## src/rtl/rttp_pkg.sv

```systemverilog
`timescale 1ns / 1ps
// ----------------------------------------------------------------------------
// rttp_pkg
// Shared types, character codes and the pitch table for the ringtone parser.
// ----------------------------------------------------------------------------
package rttp_pkg;

   localparam int DIV_STEPS = 20;
   localparam int DIV_CNT_W = 5;

   localparam logic [7:0] CH_NUL   = 8'h00;
   localparam logic [7:0] CH_COLON = 8'h3A;
   localparam logic [7:0] CH_COMMA = 8'h2C;
   localparam logic [7:0] CH_SHARP = 8'h23;
   localparam logic [7:0] CH_DOT   = 8'h2E;
   localparam logic [7:0] CH_SEMI  = 8'h3B;
   localparam logic [7:0] CH_AMP   = 8'h26;
   localparam logic [7:0] CH_LOW_D = 8'h64;
   localparam logic [7:0] CH_LOW_O = 8'h6F;
   localparam logic [7:0] CH_LOW_B = 8'h62;
   localparam logic [7:0] CH_ZERO  = 8'h30;
   localparam logic [7:0] CH_THREE = 8'h33;
   localparam logic [7:0] CH_SEVEN = 8'h37;
   localparam logic [7:0] CH_NINE  = 8'h39;

   localparam logic [19:0] MS_PER_MINUTE = 20'd60000;
   localparam logic [15:0] RST_BPM       = 16'd63;
   localparam logic [19:0] RST_WHOLE     = 20'd3808;
   localparam logic [7:0]  RST_LEN       = 8'd4;
   localparam logic [3:0]  RST_OCTAVE    = 4'd6;
   localparam logic [19:0] GAP_MS        = 20'd8;

   // One classified text byte.
   typedef struct packed {
      logic [7:0] ch;
      logic       first;
      logic       is_nul;
      logic       is_dig;
      logic [3:0] dig;
      logic [3:0] lcode;
   } tok_type;

   typedef struct packed {
      logic [11:0] freq_hz;
      logic [19:0] duration_ms;
      logic [19:0] wait_ms;
      logic        is_rest;
      logic        bad_pitch;
   } note_type;

   function automatic logic [11:0] pitch_hz(input logic [5:0] idx);
      logic [11:0] f;
      case (idx)
         6'd1:  f = 12'd262;   6'd2:  f = 12'd277;   6'd3:  f = 12'd294;
         6'd4:  f = 12'd311;   6'd5:  f = 12'd330;   6'd6:  f = 12'd349;
         6'd7:  f = 12'd370;   6'd8:  f = 12'd392;   6'd9:  f = 12'd415;
         6'd10: f = 12'd440;   6'd11: f = 12'd466;   6'd12: f = 12'd494;
         6'd13: f = 12'd523;   6'd14: f = 12'd554;   6'd15: f = 12'd587;
         6'd16: f = 12'd622;   6'd17: f = 12'd659;   6'd18: f = 12'd698;
         6'd19: f = 12'd740;   6'd20: f = 12'd784;   6'd21: f = 12'd831;
         6'd22: f = 12'd880;   6'd23: f = 12'd932;   6'd24: f = 12'd988;
         6'd25: f = 12'd1047;  6'd26: f = 12'd1109;  6'd27: f = 12'd1175;
         6'd28: f = 12'd1245;  6'd29: f = 12'd1319;  6'd30: f = 12'd1397;
         6'd31: f = 12'd1480;  6'd32: f = 12'd1568;  6'd33: f = 12'd1661;
         6'd34: f = 12'd1760;  6'd35: f = 12'd1865;  6'd36: f = 12'd1976;
         6'd37: f = 12'd2093;  6'd38: f = 12'd2217;  6'd39: f = 12'd2349;
         6'd40: f = 12'd2489;  6'd41: f = 12'd2637;  6'd42: f = 12'd2794;
         6'd43: f = 12'd2960;  6'd44: f = 12'd3136;  6'd45: f = 12'd3322;
         6'd46: f = 12'd3520;  6'd47: f = 12'd3729;  6'd48: f = 12'd3951;
         default: f = 12'd0;
      endcase
      return f;
   endfunction

endpackage

```

## src/rtl/rttp_if.sv

```systemverilog
`timescale 1ns / 1ps
// ----------------------------------------------------------------------------
// rttp_req_if / rttp_rsp_if
// Valid/ready channels for text bytes and for note results.
// ----------------------------------------------------------------------------
interface rttp_req_if;
   logic       valid;
   logic       ready;
   logic [7:0] ch;
   logic       first;
   modport source (output valid, output ch, output first, input ready);
   modport sink   (input valid, input ch, input first, output ready);
endinterface

interface rttp_rsp_if;
   logic        valid;
   logic        ready;
   logic [11:0] freq_hz;
   logic [19:0] duration_ms;
   logic [19:0] wait_ms;
   logic        is_rest;
   logic        bad_pitch;
   modport source (output valid, output freq_hz, output duration_ms, output wait_ms,
                   output is_rest, output bad_pitch, input ready);
   modport sink   (input valid, input freq_hz, input duration_ms, input wait_ms,
                   input is_rest, input bad_pitch, output ready);
endinterface

```

## src/rtl/ringtone_text_note_parser_top.sv

```systemverilog
`timescale 1ns / 1ps
// ----------------------------------------------------------------------------
// ringtone_text_note_parser_top
// A note result is registered at the edge where its closing byte leaves the
// queue; that byte is first written into the queue when it is accepted.
// A note's first non-digit byte or the end of the header starts the 20-bit
// restoring divider, and the parser takes no further byte until it is done.
// The front keeps accepting into a two-entry queue while the parser divides.
// Synchronous active-high reset returns the parser to the name phase.
// ----------------------------------------------------------------------------
module ringtone_text_note_parser_top import rttp_pkg::*; (
   input  logic       clock,
   input  logic       reset,
   rttp_req_if.sink   req_if,
   rttp_rsp_if.source rsp_if
);

   logic    q_full, q_push, q_pop, q_ne;
   tok_type q_tok, q_head;

   rttp_front u_front (
      .req_if (req_if),
      .q_full (q_full),
      .q_push (q_push),
      .q_tok  (q_tok)
   );

   rttp_queue u_queue (
      .clock     (clock),
      .reset     (reset),
      .push      (q_push),
      .push_tok  (q_tok),
      .full      (q_full),
      .pop       (q_pop),
      .not_empty (q_ne),
      .head      (q_head)
   );

   rttp_back u_back (
      .clock     (clock),
      .reset     (reset),
      .tok_valid (q_ne),
      .tok       (q_head),
      .tok_pop   (q_pop),
      .rsp_if    (rsp_if)
   );

endmodule

```

## src/rtl/rttp_front.sv

```systemverilog
`timescale 1ns / 1ps
// ----------------------------------------------------------------------------
// rttp_front
// Accepts text bytes and classifies them into digit, pitch letter and end mark.
// ----------------------------------------------------------------------------
module rttp_front import rttp_pkg::*; (
   rttp_req_if.sink  req_if,
   input  logic      q_full,
   output logic      q_push,
   output tok_type   q_tok
);

   logic [7:0] lc;

   assign req_if.ready = !q_full;
   assign q_push       = req_if.valid && !q_full;

   // Fold upper case onto lower case for the letter lookup.
   assign lc = req_if.ch | 8'h20;

   always_comb begin
      q_tok        = '0;
      q_tok.ch     = req_if.ch;
      q_tok.first  = req_if.first;
      q_tok.is_nul = (req_if.ch == CH_NUL);
      q_tok.is_dig = (req_if.ch >= CH_ZERO) && (req_if.ch <= CH_NINE);
      q_tok.dig    = req_if.ch[3:0];
      case (lc)
         8'h63:   q_tok.lcode = 4'd1;
         8'h64:   q_tok.lcode = 4'd3;
         8'h65:   q_tok.lcode = 4'd5;
         8'h66:   q_tok.lcode = 4'd6;
         8'h67:   q_tok.lcode = 4'd8;
         8'h61:   q_tok.lcode = 4'd10;
         8'h62:   q_tok.lcode = 4'd12;
         default: q_tok.lcode = 4'd0;
      endcase
      if (req_if.ch[7:6] != 2'b01) begin
         q_tok.lcode = 4'd0;
      end
   end

endmodule

```

## src/rtl/rttp_queue.sv

```systemverilog
`timescale 1ns / 1ps
// ----------------------------------------------------------------------------
// rttp_queue
// Two-entry queue of classified bytes between the front and the parser.
// ----------------------------------------------------------------------------
module rttp_queue import rttp_pkg::*; (
   input  logic    clock,
   input  logic    reset,
   input  logic    push,
   input  tok_type push_tok,
   output logic    full,
   input  logic    pop,
   output logic    not_empty,
   output tok_type head
);

   tok_type    mem_ff [2];
   logic       wr_ff, wr_in;
   logic       rd_ff, rd_in;
   logic [1:0] cnt_ff, cnt_in;

   assign full      = (cnt_ff == 2'd2);
   assign not_empty = (cnt_ff != 2'd0);
   assign head      = mem_ff[rd_ff];

   always_comb begin
      wr_in  = push ? !wr_ff : wr_ff;
      rd_in  = pop ? !rd_ff : rd_ff;
      cnt_in = cnt_ff + {1'b0, push} - {1'b0, pop};
   end

   always_ff @(posedge clock) begin
      if (push) begin
         mem_ff[wr_ff] <= push_tok;
      end
   end

   always_ff @(posedge clock) begin
      if (reset) begin
         wr_ff  <= 1'b0;
         rd_ff  <= 1'b0;
         cnt_ff <= 2'd0;
      end else begin
         wr_ff  <= wr_in;
         rd_ff  <= rd_in;
         cnt_ff <= cnt_in;
      end
   end

endmodule

```

## src/rtl/rttp_div.sv

```systemverilog
`timescale 1ns / 1ps
// ----------------------------------------------------------------------------
// rttp_div
// Restoring divider, 20-bit dividend by 16-bit divisor, one bit per cycle.
// ----------------------------------------------------------------------------
module rttp_div import rttp_pkg::*; (
   input  logic        clock,
   input  logic        reset,
   input  logic        start,
   input  logic [19:0] dividend,
   input  logic [15:0] divisor,
   output logic        done,
   output logic [19:0] quotient
);

   logic                 busy_ff, busy_in;
   logic                 done_ff, done_in;
   logic [DIV_CNT_W-1:0] cnt_ff, cnt_in;
   logic [19:0]          q_ff, q_in;
   logic [15:0]          rem_ff, rem_in;
   logic [15:0]          dsr_ff, dsr_in;
   logic [16:0]          trial;

   assign done     = done_ff;
   assign quotient = q_ff;
   assign trial    = {rem_ff, q_ff[19]};

   always_comb begin
      busy_in = busy_ff;
      done_in = 1'b0;
      cnt_in  = cnt_ff;
      q_in    = q_ff;
      rem_in  = rem_ff;
      dsr_in  = dsr_ff;
      if (start) begin
         busy_in = 1'b1;
         cnt_in  = '0;
         q_in    = dividend;
         rem_in  = '0;
         dsr_in  = divisor;
      end else if (busy_ff) begin
         if (trial >= {1'b0, dsr_ff}) begin
            rem_in = 16'(trial - {1'b0, dsr_ff});
            q_in   = {q_ff[18:0], 1'b1};
         end else begin
            rem_in = trial[15:0];
            q_in   = {q_ff[18:0], 1'b0};
         end
         cnt_in = cnt_ff + DIV_CNT_W'(1);
         if (cnt_ff == DIV_CNT_W'(DIV_STEPS - 1)) begin
            busy_in = 1'b0;
            done_in = 1'b1;
         end
      end
   end

   always_ff @(posedge clock) begin
      q_ff   <= q_in;
      rem_ff <= rem_in;
      dsr_ff <= dsr_in;
      cnt_ff <= cnt_in;
   end

   always_ff @(posedge clock) begin
      if (reset) begin
         busy_ff <= 1'b0;
         done_ff <= 1'b0;
      end else begin
         busy_ff <= busy_in;
         done_ff <= done_in;
      end
   end

endmodule

```

## src/rtl/rttp_back.sv

```systemverilog
`timescale 1ns / 1ps
// ----------------------------------------------------------------------------
// rttp_back
// Parser state machine: header fields, note fields and the result register.
// ----------------------------------------------------------------------------
module rttp_back import rttp_pkg::*; (
   input  logic       clock,
   input  logic       reset,
   input  logic       tok_valid,
   input  tok_type    tok,
   output logic       tok_pop,
   rttp_rsp_if.source rsp_if
);

   localparam logic [4:0] PH_NAME    = 5'd0;
   localparam logic [4:0] PH_D_CHECK = 5'd1;
   localparam logic [4:0] PH_D_EQ    = 5'd2;
   localparam logic [4:0] PH_D_NUM   = 5'd3;
   localparam logic [4:0] PH_O_CHECK = 5'd4;
   localparam logic [4:0] PH_O_EQ    = 5'd5;
   localparam logic [4:0] PH_O_DIG   = 5'd6;
   localparam logic [4:0] PH_O_COMMA = 5'd7;
   localparam logic [4:0] PH_B_CHECK = 5'd8;
   localparam logic [4:0] PH_B_EQ    = 5'd9;
   localparam logic [4:0] PH_B_NUM   = 5'd10;
   localparam logic [4:0] PH_N_LEN   = 5'd11;
   localparam logic [4:0] PH_N_SHARP = 5'd12;
   localparam logic [4:0] PH_N_DOT   = 5'd13;
   localparam logic [4:0] PH_N_OCT   = 5'd14;
   localparam logic [4:0] PH_N_END   = 5'd15;
   localparam logic [4:0] PH_DONE    = 5'd16;

   function automatic logic [15:0] acc_digit(input logic [15:0] a, input logic [3:0] d);
      logic [19:0] v;
      v = {1'b0, a, 3'b000} + {3'b000, a, 1'b0} + {16'd0, d};
      return (v > 20'd65535) ? 16'hFFFF : v[15:0];
   endfunction

   logic [4:0]  phase_ff, phase_in;
   logic [15:0] acc_ff, acc_in;
   logic [7:0]  dlen_ff, dlen_in;
   logic [3:0]  doct_ff, doct_in;
   logic [15:0] bpm_ff, bpm_in;
   logic [19:0] whole_ff, whole_in;
   logic [3:0]  code_ff, code_in;
   logic [3:0]  oct_ff, oct_in;
   logic [19:0] len_ff, len_in;
   logic        wait_ff, wait_in;
   logic        mode_ff, mode_in;
   logic        vld_ff, vld_in;
   note_type    out_ff, out_in;

   logic        div_go, div_start, div_done;
   logic [19:0] div_a, div_q;
   logic [15:0] div_b;

   logic [4:0]  p, cur_ph;
   logic [15:0] cur_acc, cur_bpm, d;
   logic [7:0]  cur_dlen;
   logic [3:0]  cur_doct, cur_code, cur_oct;
   logic [19:0] cur_whole, cur_len;
   logic [20:0] grown;
   logic        h, emit, do_start;
   logic [7:0]  v;
   note_type    note;

   // The divider starts only when the byte that asks for it leaves the queue.
   assign div_start = div_go && tok_pop;

   rttp_div u_div (
      .clock    (clock),
      .reset    (reset),
      .start    (div_start),
      .dividend (div_a),
      .divisor  (div_b),
      .done     (div_done),
      .quotient (div_q)
   );

   assign tok_pop = tok_valid && !wait_ff && (!vld_ff || rsp_if.ready);

   assign rsp_if.valid       = vld_ff;
   assign rsp_if.freq_hz     = out_ff.freq_hz;
   assign rsp_if.duration_ms = out_ff.duration_ms;
   assign rsp_if.wait_ms     = out_ff.wait_ms;
   assign rsp_if.is_rest     = out_ff.is_rest;
   assign rsp_if.bad_pitch   = out_ff.bad_pitch;

   // Result fields from the note held before this byte changes anything.
   always_comb begin
      v = 8'(cur_code) + {1'b0, cur_oct, 3'b000} + {2'b00, cur_oct, 2'b00};
      note             = '0;
      note.duration_ms = cur_len;
      note.wait_ms     = (cur_len > GAP_MS) ? (cur_len - GAP_MS) : 20'd0;
      note.is_rest     = 1'b1;
      if (cur_code != 4'd0) begin
         if (v >= 8'd49 && v <= 8'd96) begin
            note.freq_hz = pitch_hz(6'(v - 8'd48));
            note.is_rest = 1'b0;
         end else begin
            note.bad_pitch = 1'b1;
         end
      end
   end

   always_comb begin
      if (tok.first) begin
         cur_ph = PH_NAME;     cur_acc = '0;        cur_dlen = RST_LEN;
         cur_doct = RST_OCTAVE; cur_bpm = RST_BPM;  cur_whole = RST_WHOLE;
         cur_code = '0;        cur_oct = RST_OCTAVE; cur_len = '0;
      end else begin
         cur_ph = phase_ff;    cur_acc = acc_ff;    cur_dlen = dlen_ff;
         cur_doct = doct_ff;   cur_bpm = bpm_ff;    cur_whole = whole_ff;
         cur_code = code_ff;   cur_oct = oct_ff;    cur_len = len_ff;
      end

      phase_in = cur_ph;  acc_in = cur_acc;     dlen_in = cur_dlen;
      doct_in = cur_doct; bpm_in = cur_bpm;     whole_in = cur_whole;
      code_in = cur_code; oct_in = cur_oct;     len_in = cur_len;
      p = cur_ph;
      h = 1'b0;
      emit = 1'b0;
      do_start = 1'b0;
      div_go = 1'b0;
      div_a = MS_PER_MINUTE;
      div_b = 16'd1;
      d = 16'd1;
      grown = '0;
      mode_in = mode_ff;

      if (p == PH_DONE) begin
         h = 1'b1;
      end
      if (!h && tok.is_nul) begin
         phase_in = PH_DONE;
         emit = (p >= PH_N_SHARP) && (p <= PH_N_END);
         h = 1'b1;
      end
      if (!h && p == PH_NAME) begin
         if (tok.ch == CH_COLON) begin
            phase_in = PH_D_CHECK;
         end
         h = 1'b1;
      end
      if (!h && p == PH_D_CHECK) begin
         if (tok.ch == CH_LOW_D) begin
            phase_in = PH_D_EQ;
            h = 1'b1;
         end else begin
            p = PH_O_CHECK;
         end
      end
      if (!h && p == PH_D_EQ) begin
         acc_in = '0;
         phase_in = PH_D_NUM;
         h = 1'b1;
      end
      if (!h && p == PH_D_NUM) begin
         if (tok.is_dig) begin
            acc_in = acc_digit(cur_acc, tok.dig);
         end else begin
            if (cur_acc != 16'd0) begin
               dlen_in = (cur_acc > 16'd255) ? 8'd255 : cur_acc[7:0];
            end
            phase_in = PH_O_CHECK;
         end
         h = 1'b1;
      end
      if (!h && p == PH_O_CHECK) begin
         if (tok.ch == CH_LOW_O) begin
            phase_in = PH_O_EQ;
            h = 1'b1;
         end else begin
            p = PH_B_CHECK;
         end
      end
      if (!h && p == PH_O_EQ) begin
         phase_in = PH_O_DIG;
         h = 1'b1;
      end
      if (!h && p == PH_O_DIG) begin
         if (tok.ch >= CH_THREE && tok.ch <= CH_SEVEN) begin
            doct_in = tok.dig;
         end
         phase_in = PH_O_COMMA;
         h = 1'b1;
      end
      if (!h && p == PH_O_COMMA) begin
         phase_in = PH_B_CHECK;
         h = 1'b1;
      end
      if (!h && p == PH_B_CHECK) begin
         if (tok.ch == CH_LOW_B) begin
            phase_in = PH_B_EQ;
         end else begin
            div_go = 1'b1;
            mode_in = 1'b0;
            div_b = (cur_bpm == 16'd0) ? 16'd1 : cur_bpm;
            acc_in = '0;
            phase_in = PH_N_LEN;
         end
         h = 1'b1;
      end
      if (!h && p == PH_B_EQ) begin
         acc_in = '0;
         phase_in = PH_B_NUM;
         h = 1'b1;
      end
      if (!h && p == PH_B_NUM) begin
         if (tok.is_dig) begin
            acc_in = acc_digit(cur_acc, tok.dig);
         end else begin
            bpm_in = (cur_acc == 16'd0) ? 16'd1 : cur_acc;
            div_go = 1'b1;
            mode_in = 1'b0;
            div_b = bpm_in;
            acc_in = '0;
            phase_in = PH_N_LEN;
         end
         h = 1'b1;
      end
      if (!h && p == PH_N_LEN) begin
         do_start = 1'b1;
         h = 1'b1;
      end
      if (!h && p == PH_N_SHARP) begin
         if (tok.ch == CH_SHARP) begin
            code_in = cur_code + 4'd1;
            phase_in = PH_N_DOT;
            h = 1'b1;
         end else begin
            p = PH_N_DOT;
         end
      end
      if (!h && p == PH_N_DOT) begin
         if (tok.ch == CH_DOT || tok.ch == CH_SEMI || tok.ch == CH_AMP) begin
            if (tok.ch == CH_DOT) begin
               grown = {1'b0, cur_len} + {2'b00, cur_len[19:1]};
            end else if (tok.ch == CH_SEMI) begin
               grown = {1'b0, cur_len} + {1'b0, cur_len};
            end else begin
               grown = {1'b0, cur_len} + {2'b00, cur_len[19:1]} + {1'b0, cur_len[19:1], 1'b0};
            end
            len_in = grown[19:0];
            phase_in = PH_N_OCT;
            h = 1'b1;
         end else begin
            p = PH_N_OCT;
         end
      end
      if (!h && p == PH_N_OCT) begin
         if (tok.is_dig) begin
            oct_in = tok.dig;
            phase_in = PH_N_END;
            h = 1'b1;
         end
      end
      if (!h) begin
         // Note ends: emit it, and a byte other than a comma opens the next note.
         emit = 1'b1;
         acc_in = '0;
         phase_in = PH_N_LEN;
         do_start = (tok.ch != CH_COMMA);
      end

      if (do_start) begin
         if (tok.is_dig) begin
            acc_in = acc_digit(acc_in, tok.dig);
         end else begin
            code_in = tok.lcode;
            d = (acc_in != 16'd0) ? acc_in : {8'd0, cur_dlen};
            if (d == 16'd0) begin
               d = 16'd1;
            end
            div_go = 1'b1;
            mode_in = 1'b1;
            div_a = cur_whole;
            div_b = d;
            oct_in = cur_doct;
            phase_in = PH_N_SHARP;
         end
      end
   end

   always_comb begin
      wait_in = wait_ff;
      vld_in  = vld_ff && !rsp_if.ready;
      out_in  = out_ff;
      if (div_done) begin
         wait_in = 1'b0;
      end
      if (tok_pop) begin
         if (div_go) begin
            wait_in = 1'b1;
         end
         if (emit) begin
            vld_in = 1'b1;
            out_in = note;
         end
      end
   end

   always_ff @(posedge clock) begin
      out_ff <= out_in;
   end

   always_ff @(posedge clock) begin
      if (reset) begin
         phase_ff <= PH_NAME;
         acc_ff   <= '0;
         dlen_ff  <= RST_LEN;
         doct_ff  <= RST_OCTAVE;
         bpm_ff   <= RST_BPM;
         whole_ff <= RST_WHOLE;
         code_ff  <= '0;
         oct_ff   <= RST_OCTAVE;
         len_ff   <= '0;
         mode_ff  <= 1'b0;
         wait_ff  <= 1'b0;
         vld_ff   <= 1'b0;
      end else begin
         wait_ff <= wait_in;
         vld_ff  <= vld_in;
         if (tok_pop) begin
            phase_ff <= phase_in;
            acc_ff   <= acc_in;
            dlen_ff  <= dlen_in;
            doct_ff  <= doct_in;
            bpm_ff   <= bpm_in;
            whole_ff <= whole_in;
            code_ff  <= code_in;
            oct_ff   <= oct_in;
            len_ff   <= len_in;
            mode_ff  <= mode_in;
         end else if (div_done) begin
            if (mode_ff) begin
               len_ff <= div_q;
            end else begin
               whole_ff <= {div_q[17:0], 2'b00};
            end
         end
      end
   end

endmodule
```

## src/flat_wrapper.sv

```systemverilog
// flat-port wrapper written by rule: the top's interface ports become plain ports
module ringtone_text_note_parser_top_flat import rttp_pkg::*;
  (clock, reset, req_if_valid, req_if_ch, req_if_first, req_if_ready, rsp_if_valid, rsp_if_freq_hz, rsp_if_duration_ms, rsp_if_wait_ms, rsp_if_is_rest, rsp_if_bad_pitch, rsp_if_ready);
  rttp_req_if req_if_i ();
  rttp_rsp_if rsp_if_i ();
  input  logic clock;
  input  logic reset;
  input wire logic [$bits(req_if_i.valid)-1:0] req_if_valid;
  input wire logic [$bits(req_if_i.ch)-1:0] req_if_ch;
  input wire logic [$bits(req_if_i.first)-1:0] req_if_first;
  output wire logic [$bits(req_if_i.ready)-1:0] req_if_ready;
  output wire logic [$bits(rsp_if_i.valid)-1:0] rsp_if_valid;
  output wire logic [$bits(rsp_if_i.freq_hz)-1:0] rsp_if_freq_hz;
  output wire logic [$bits(rsp_if_i.duration_ms)-1:0] rsp_if_duration_ms;
  output wire logic [$bits(rsp_if_i.wait_ms)-1:0] rsp_if_wait_ms;
  output wire logic [$bits(rsp_if_i.is_rest)-1:0] rsp_if_is_rest;
  output wire logic [$bits(rsp_if_i.bad_pitch)-1:0] rsp_if_bad_pitch;
  input wire logic [$bits(rsp_if_i.ready)-1:0] rsp_if_ready;
  assign req_if_i.valid = req_if_valid;
  assign req_if_i.ch = req_if_ch;
  assign req_if_i.first = req_if_first;
  assign req_if_ready = req_if_i.ready;
  assign rsp_if_valid = rsp_if_i.valid;
  assign rsp_if_freq_hz = rsp_if_i.freq_hz;
  assign rsp_if_duration_ms = rsp_if_i.duration_ms;
  assign rsp_if_wait_ms = rsp_if_i.wait_ms;
  assign rsp_if_is_rest = rsp_if_i.is_rest;
  assign rsp_if_bad_pitch = rsp_if_i.bad_pitch;
  assign rsp_if_i.ready = rsp_if_ready;
  ringtone_text_note_parser_top u_core (.clock(clock), .reset(reset), .req_if(req_if_i), .rsp_if(rsp_if_i));
endmodule
```

## config.mk

```make
export PLATFORM = sky130hd
export DESIGN_NAME = ringtone_text_note_parser_top_flat
export DESIGN_NICKNAME = d
export VERILOG_FILES = /design/src/rtl/rttp_pkg.sv /design/src/rtl/rttp_if.sv /design/src/rtl/ringtone_text_note_parser_top.sv /design/src/rtl/rttp_front.sv /design/src/rtl/rttp_queue.sv /design/src/rtl/rttp_div.sv /design/src/rtl/rttp_back.sv /design/src/flat_wrapper.sv
export SDC_FILE = /design/constraint.sdc
export NUM_CORES = 1
export LEC_CHECK = 0
export ABC_CLOCK_PERIOD_IN_PS = 11670
export BUFFER_PORTS_ARGS = -buffer_cell sky130_fd_sc_hd__buf_2
export CORE_AREA = 2 2 173 218
export CTS_BUF_LIST = sky130_fd_sc_hd__clkbuf_16
export DETAILED_ROUTE_END_ITERATION = 8
export DIE_AREA = 0 0 175 220
export GPL_TIMING_DRIVEN = 1
export HOLD_SLACK_MARGIN = 0.12
export PLACE_DENSITY = 0.66
export SLEW_MARGIN = 25
export SYNTH_ARGS = -nofsm -noshare
export SYNTH_HDL_FRONTEND = slang
export SYNTH_SLANG_ARGS = --single-unit
export TNS_END_PERCENT = 50
```

## constraint.sdc

```tcl
create_clock -name clock -period 11.67 [get_ports clock]
set_clock_uncertainty 0.05 [all_clocks]
set_input_delay 1.167 -clock clock [delete_from_list [all_inputs] [get_ports clock]]
set_output_delay 1.167 -clock clock [all_outputs]
set_load 0.005 [all_outputs]
```

==> results of run 1 <==
flip-flops by register name (all words and copies together), names as in the netlist, 2 cells and up, named ones only:
| name | flops |
|---|---|
| u_core.u_back.acc_ff | 16 |
| u_core.u_back.doct_ff | 4 |
| u_core.u_back.len_ff | 20 |
| u_core.u_back.u_div.rem_ff | 16 |
| u_core.u_back.u_div.cnt_ff | 5 |
| u_core.u_back.oct_ff | 4 |
| u_core.u_back.dlen_ff | 8 |
| u_core.u_back.rsp_if.wait_ms | 20 |
| u_core.u_back.whole_ff | 20 |
| u_core.u_back.u_div.dsr_ff | 16 |
| u_core.u_queue.mem_ff | 30 |
| u_core.u_back.rsp_if.duration_ms | 20 |
| u_core.u_back.rsp_if.freq_hz | 12 |
| u_core.u_back.u_div.quotient | 20 |
| u_core.u_back.phase_ff | 5 |
| u_core.u_back.code_ff | 4 |
| u_core.u_queue.cnt_ff | 2 |
| u_core.u_back.bpm_ff | 16 |
power by group through the flow:
stage,combinational [mW],sequential (mW),clock (mW)
global placement,1.79,1.17,0
detailed placement,1.83,1.17,0
CTS,1.84,1.16,0.837
finish,1.85,1.16,0.821
global route,2.05,1.17,0.871
floorplan,1.41,1.15,0
stage by stage:
stage	hold WS (ns)	utilization	setup WS, ns	cell area (sq um)	cells
after global placement	0.389	0.512	2.62	18800	2556
after CTS	0.405	0.535	2.58	19600	2604
after detailed placement	0.397	0.512	2.61	18800	2556
after global routing	0.426	0.535	1.91	19600	2604
after floorplan	0.382	-	3.56	18000	2098
final	0.403	0.535	2.48	19600	2604
cell usage after synthesis, types with 29 or more instances:
cell type  count  area share
dfxtp_1      128        0.14
clkbuf_1     105       0.022
o21ai_0      106       0.029
a22oi_1       34       0.014
nand2b_1      35       0.012
o211ai_1      32       0.013
nor2_1       208       0.043
nand3_1       47       0.013
a211oi_1      29       0.012
a21oi_1      160       0.044
nand2_1      206       0.043
xnor2_1       62       0.030
ha_1         162        0.11
nor3_1        44       0.012
edfxtp_1     120        0.20
inv_1        101       0.021
layout make-up:
| class | count | share of cell area |
|---|---|---|
| multi-input combinational | 1624 | 0.564 |
| sequential | 248 | 0.314 |
| clock buffer | 26 | 0.0332 |
| tap | 486 | 0.0310 |
| timing repair buffer | 95 | 0.0278 |
| inverter | 103 | 0.0197 |
| clock inverter | 22 | 0.00995 |
metal layers:
metal / track usage / vias up / wire length [um]
li1: - / 7726 / -
met1: 0.303 / 7690 / 20700
met2: 0.479 / 488 / 25800
met3: 0.0229 / 118 / 2270
met4: 0.103 / 0 / 1940
met5: 0 / - / 0
worst min-delay path, stage by stage (launching register included):
cell	delay, ns
dfxtp_1	0.30
nand2_1	0.05
a21oi_1	0.05
cell families (layout without fill, tap and decap cells):
group,count (synthesis),after routing,share of synthesized area
AO/OA/AOI/OAI,626,626,0.234
AND/OR/NAND/NOR,699,699,0.187
flip-flops,248,248,0.342
XOR/XNOR,89,89,0.0432
multiplexers,38,38,0.0230
adder cells (fa/ha/maj),172,172,0.123
buffers and inverters,226,246,0.0480
path summary, 6_finish.rpt:
check                                                     startpoint                                    end  cells past startpoint
worst max register to register                                  flop  u_core.u_back.acc_ff[10]$_SDFFE_PP0P_                     27
worst min register to register  u_core.u_back.oct_ff[3]$_SDFFE_PP0P_   u_core.u_back.oct_ff[3]$_SDFFE_PP0P_                      2
worst min-delay path            u_core.u_back.oct_ff[3]$_SDFFE_PP0P_   u_core.u_back.oct_ff[3]$_SDFFE_PP0P_                      2
worst max-delay path                                            flop  u_core.u_back.acc_ff[10]$_SDFFE_PP0P_                     27
==> impl_results.md, run 1 <==
- Root Buffer: clkbuf_16
- Layout area overhead: 8.74%
- Top FF cell, synth: dfxtp_1
- Detailed Route WL: 50.7 mm
- Max_cap viols: 0
- Sequential element share of the synthesized area: 0.342
- Min-delay worst type: reg2reg
- IO Pins: 69
- CP dominant cell by count: ha_1
- Hold_buf cts: 0
- Post-synth ARST share: 0
- Most common cell after layout, fill and taps aside: nor2_1
- Worst-Skew Late Latency: 0.55 ns
- Final Max Slew Viols: 0
- Final Hold Fails: 0
- Slew headroom: 0.327
- Crit path buffers/inverters: 2
- H-tree depth: 1
- Vias/cell: around 6.2
- Mapped Area: 18000 sq um
- Critical Path Start Type: flop
- Seq pwr share: 0.302
- Antenna cells: 0
- EDFF count, synth: 120
- Data arrival, critical path: 9.60 ns
- CP required: 12.08 ns
- Final worst-path cycle share: 0.788
- Maximum vdd drop: 0.128 mV
- Worst slew pin tran: 0.989 ns
- Die Y-Extent: 220 um
- Die area: slightly below 40000 sq um
- Cell Rows: 79
- GR Overflow Total: 0
- Iteration-0 DRC Markers: 1112
- Crit path time final: 9.19 ns
- # DRC: 0
- First-pass GRT wire length: approximately 80 mm
- Total number of vias: 16022
- Synth Area per Inst: 8.60 sq um
- Yosys reg bits: ~250
- FF+latch area: 6170 sq um
- Switching Share: 0.418
- Initial antenna violation count: 0
- CORE AREA: 36700 sq um
- CTS Buffer Depth: 3
- Final antenna-violating net count: 0
- CP Class: reg2reg
- Clock sink count: 248
- Status: complete, no violations
- All-Layer GR Usage: 0.257
- Pre-Repair DR Iteration Count: 6
- Buffers on Ports: 68
- PwrDens: 195 nW/um^2
- Crit-path slowest cell: mux2i_4
- Largest delay contributor family on the critical path: compound AO/OA/AOI/OAI gates
- Max incr delay on CP: 0.89 ns
- Syn nets: 2282
- Leakage: 8.34 nW
- Multi-input logic area: 11100 sq um
- Most frequent cells in the layout: nor2_1, nand2_1, ha_1
- RSZ-0062 raised after global routing: false
- Cell-internal power: 2.23 mW
- Post-layout nets: approximately 2300
- Die X: approximately 180 um
- # setup viols final: 0
- Yosys cell types: 96
- CTS tree: done
- Logic gate share of total power: 0.483
- CTS resizes: 0
- Tot Pwr: 3.83 mW
- Detailed Place HPWL: 37.5 mm
- Max Freq: 109 MHz
- Fillers: approximately 3400
- Ratio of cells with drive above 1 in the final layout: 0.0888
- CTS clk-pin slew, worst paths: 0.06 ns
- Clk network pwr share: 0.214
- Syn. warnings: 0
- Routed wire length per instance: 19.5 um
- Vias in the first global route: 15262
- Critical Path Fanout Max: 31
- P_sw: between 1.5 and 2 mW
- Total negative setup slack: 0 ns
- Initial core utilization: 0.492
- CTS Buf Count: 26
- CP endpoint kind: flop
- GPL Wtd Cong: around 0.96
- Cells after Synth: 2098
- Number of setup buffers added after CTS: 0
- R2R Setup Slk: 2.48 ns
- Largest net degree at the start of global routing: 66
Note: power is estimated with default switching activity, not from simulation.
==> inputs of run 2 (changes only) <==
Settings changed: ABC_CLOCK_PERIOD_IN_PS 11670 to 9200.
Clock period 11.67 ns to 9.2 ns, I/O delays scaled along.
==> run 2 against run 1 <==
Compared with the run above:
- wire length is 0.43% lower
- non-clock buffer count stayed put
- first-iteration DRC count rose by 0.81%
- combinational power rose by 26%
- fmax up 11%
- largest cell class unchanged
- register-to-register slack got worse by 1.6 ns
- setup slack got worse by 1.6 ns
- highest routed layer unchanged
- final area barely moved
==> impl_results.md, run 2 (synthesized netlist as in run 1, its figures left out) <==
- Initial core utilization: 0.492 (unchanged)
- Largest net degree at the start of global routing: 106 (was 66)
- Detailed Route WL: 50.5 mm (was 50.7 mm)
- Final Max Slew Viols: 0 (unchanged)
- FF+latch area: 6170 sq um (unchanged)
- Routed wire length per instance: 19.4 um (was 19.5 um)
- Final antenna-violating net count: 0 (unchanged)
- CORE AREA: 36700 sq um (unchanged)
- # setup viols final: 0 (unchanged)
- Min-delay worst type: reg2reg (unchanged)
- Final Hold Fails: 0 (unchanged)
- CP Class: reg2reg (unchanged)
- Most common cell after layout, fill and taps aside: nor2_1 (unchanged)
- Die X: 175 um (unchanged)
- Clock sink count: 248 (unchanged)
- Layout area overhead: 8.70% (was 8.74%)
- Max Freq: 120 MHz (was 109 MHz)
- Fillers: 3419 (was 3416)
- CP startpoint: u_core.u_queue.mem_ff[1][10]$_DFFE_PP_
- Leakage: 8.33 nW (was 8.34 nW)
- Critical Path Fanout Max: 43 (was 31)
- GPL Wtd Cong: 0.985 (was 0.965)
- Critical Path Start Type: flop (unchanged)
- Iteration-0 DRC Markers: 1121 (was 1112)
- CP endpoint kind: flop (unchanged)
- Vias in the first global route: 15510 (was 15262)
- PwrDens: 248 nW/um^2 (was 195 nW/um^2)
- End point of the critical path: u_core.u_back.acc_ff[15]$_SDFFE_PP0P_ (was u_core.u_back.acc_ff[10]$_SDFFE_PP0P_)
- Detailed Place HPWL: 37.4 mm (was 37.5 mm)
- GR Overflow Total: 0 (unchanged)
- Max reg flops: 30 (unchanged)
- CTS clk-pin slew, worst paths: 0.06 ns (about the same)
- CTS Buf Count: 26 (unchanged)
- Pre-Repair DR Iteration Count: 6 (unchanged)
- Total negative setup slack: 0 ns (unchanged)
- Reg2Reg Depth: 28 (was 27)
- Worst r2r src: u_core.u_queue.mem_ff[1][10]$_DFFE_PP_
- Antenna cells: 0 (unchanged)
- Post-layout nets: 2282 (unchanged)
- Multi-input logic area: 11100 sq um (about the same)
- Data arrival, critical path: 8.67 ns (was 9.60 ns)
- Cell Rows: 79 (unchanged)
- Hold_buf cts: 0 (unchanged)
- Total number of vias: 15915 (was 16022)
- Max incr delay on CP: 0.58 ns (was 0.89 ns)
- R2R Setup Slk: 0.89 ns (was 2.48 ns)
- IO Pins: 69 (unchanged)
- CP dominant cell by count: ha_1 (unchanged)
- Final worst-path cycle share: 0.904 (was 0.788)
- Most frequent cells in the layout: nor2_1, nand2_1, ha_1 (unchanged)
- Top reg by flops: u_core.u_queue.mem_ff (unchanged)
- Ratio of cells with drive above 1 in the final layout: 0.0925 (was 0.0888)
- Max_cap viols: 0 (unchanged)
- H-tree depth: 1 (unchanged)
- CTS Buffer Depth: 3 (unchanged)
- FF-to-FF End: u_core.u_back.acc_ff[15]$_SDFFE_PP0P_ (was u_core.u_back.acc_ff[10]$_SDFFE_PP0P_)
- Final Util: 0.535 (about the same)
- Crit path time final: 8.31 ns (was 9.19 ns)
- CP required: 9.55 ns (was 12.08 ns)
- Vias/cell: 6.11 (was 6.15)
- Worst slew pin tran: 1.06 ns (was 0.989 ns)
- First-pass GRT wire length: 80.5 mm (about the same)
- Initial antenna violation count: 0 (unchanged)
- # DRC: 0 (unchanged)
- Status: complete, no violations (unchanged)
- Die area: 38500 sq um (unchanged)
- Worst-Skew Late Latency: 0.55 ns (about the same)
- Number of setup buffers added after CTS: 0 (unchanged)
- Crit-path slowest cell: buf_4 (was mux2i_4)
- RSZ-0062 raised after global routing: false (unchanged)
- CTS resizes: 0 (unchanged)
- Root Buffer: clkbuf_16 (unchanged)
- CTS tree: done (unchanged)
- Tot Pwr: 4.86 mW (was 3.83 mW)
- Die Y-Extent: 220 um (unchanged)
- All-Layer GR Usage: 0.257 (about the same)
- Maximum vdd drop: 0.132 mV (was 0.128 mV)
- Slew headroom: 0.285 (was 0.327)
- Buffers on Ports: 68 (unchanged)
## run 2: power breakdown
part	leakage (nW)	internal, mW	switching (mW)	total, mW
logic	5.78	0.859	1.48	2.34
registers	2.13	1.37	0.102	1.47
clock network	0.413	0.580	0.464	1.04
## run 2: area by class of cell
type | instances | share of cell area
clock buffer | 26 | 0.0332
clock inverter | 22 | 0.00976
inverter | 103 | 0.0197
multi-input combinational | 1624 | 0.564
sequential | 248 | 0.314
tap | 486 | 0.0310
timing repair buffer | 95 | 0.0280
## run 2: stage by stage
step / std cells / cell area [sq um] / worst slack, ns / hold slack, ns
global placement: 2556 / 18800 / 1.24 / 0.387
floorplan: 2098 / 18000 / 1.09 / 0.382
CTS: 2604 / 19600 / 0.959 / 0.401
detailed placement: 2556 / 18800 / 0.947 / 0.392
global route: 2604 / 19600 / 0.263 / 0.415
finish: 2604 / 19600 / 0.885 / 0.400
## run 2: per-layer routing
| metal | vias to the layer above | global-route usage | share of wire |
|---|---|---|---|
| met5 | - | 0 | 0 |
| met4 | 0 | 0.141 | 0.056 |
| met3 | 144 | 0.0271 | 0.049 |
| met2 | 520 | 0.467 | 0.49 |
| met1 | 7523 | 0.295 | 0.40 |
| li1 | 7728 | - | - |
## run 2: worst min-delay path by stage
| stage | startpoint | to | slack, ns | cells past startpoint |
|---|---|---|---|---|
| after floorplan | u_core.u_back.dlen_ff[0]$_SDFFE_PP0P_ | u_core.u_back.dlen_ff[0]$_SDFFE_PP0P_ | 0.38 | 2 |
| after global placement | u_core.u_back.oct_ff[3]$_SDFFE_PP0P_ | u_core.u_back.oct_ff[3]$_SDFFE_PP0P_ | 0.39 | 2 |
| after detailed placement | u_core.u_back.acc_ff[9]$_SDFFE_PP0P_ | u_core.u_back.acc_ff[9]$_SDFFE_PP0P_ | 0.39 | 2 |
| after CTS | u_core.u_back.acc_ff[9]$_SDFFE_PP0P_ | u_core.u_back.acc_ff[9]$_SDFFE_PP0P_ | 0.40 | 2 |
| after global routing | u_core.u_back.acc_ff[13]$_SDFFE_PP0P_ | u_core.u_back.acc_ff[13]$_SDFFE_PP0P_ | 0.42 | 2 |
| final | u_core.u_back.acc_ff[9]$_SDFFE_PP0P_ | u_core.u_back.acc_ff[9]$_SDFFE_PP0P_ | 0.40 | 2 |
## run 2: worst max-delay path, delay by kind of cell (launching register included)
family                     cells  cell delay, ns
AOI/OAI and AO/OA             16            4.07
adders and majority gates      5            1.53
buffers and inverters          3            1.08
and+or+nand+nor                3            0.50
DFF                            1            0.48
muxes                          1            0.46
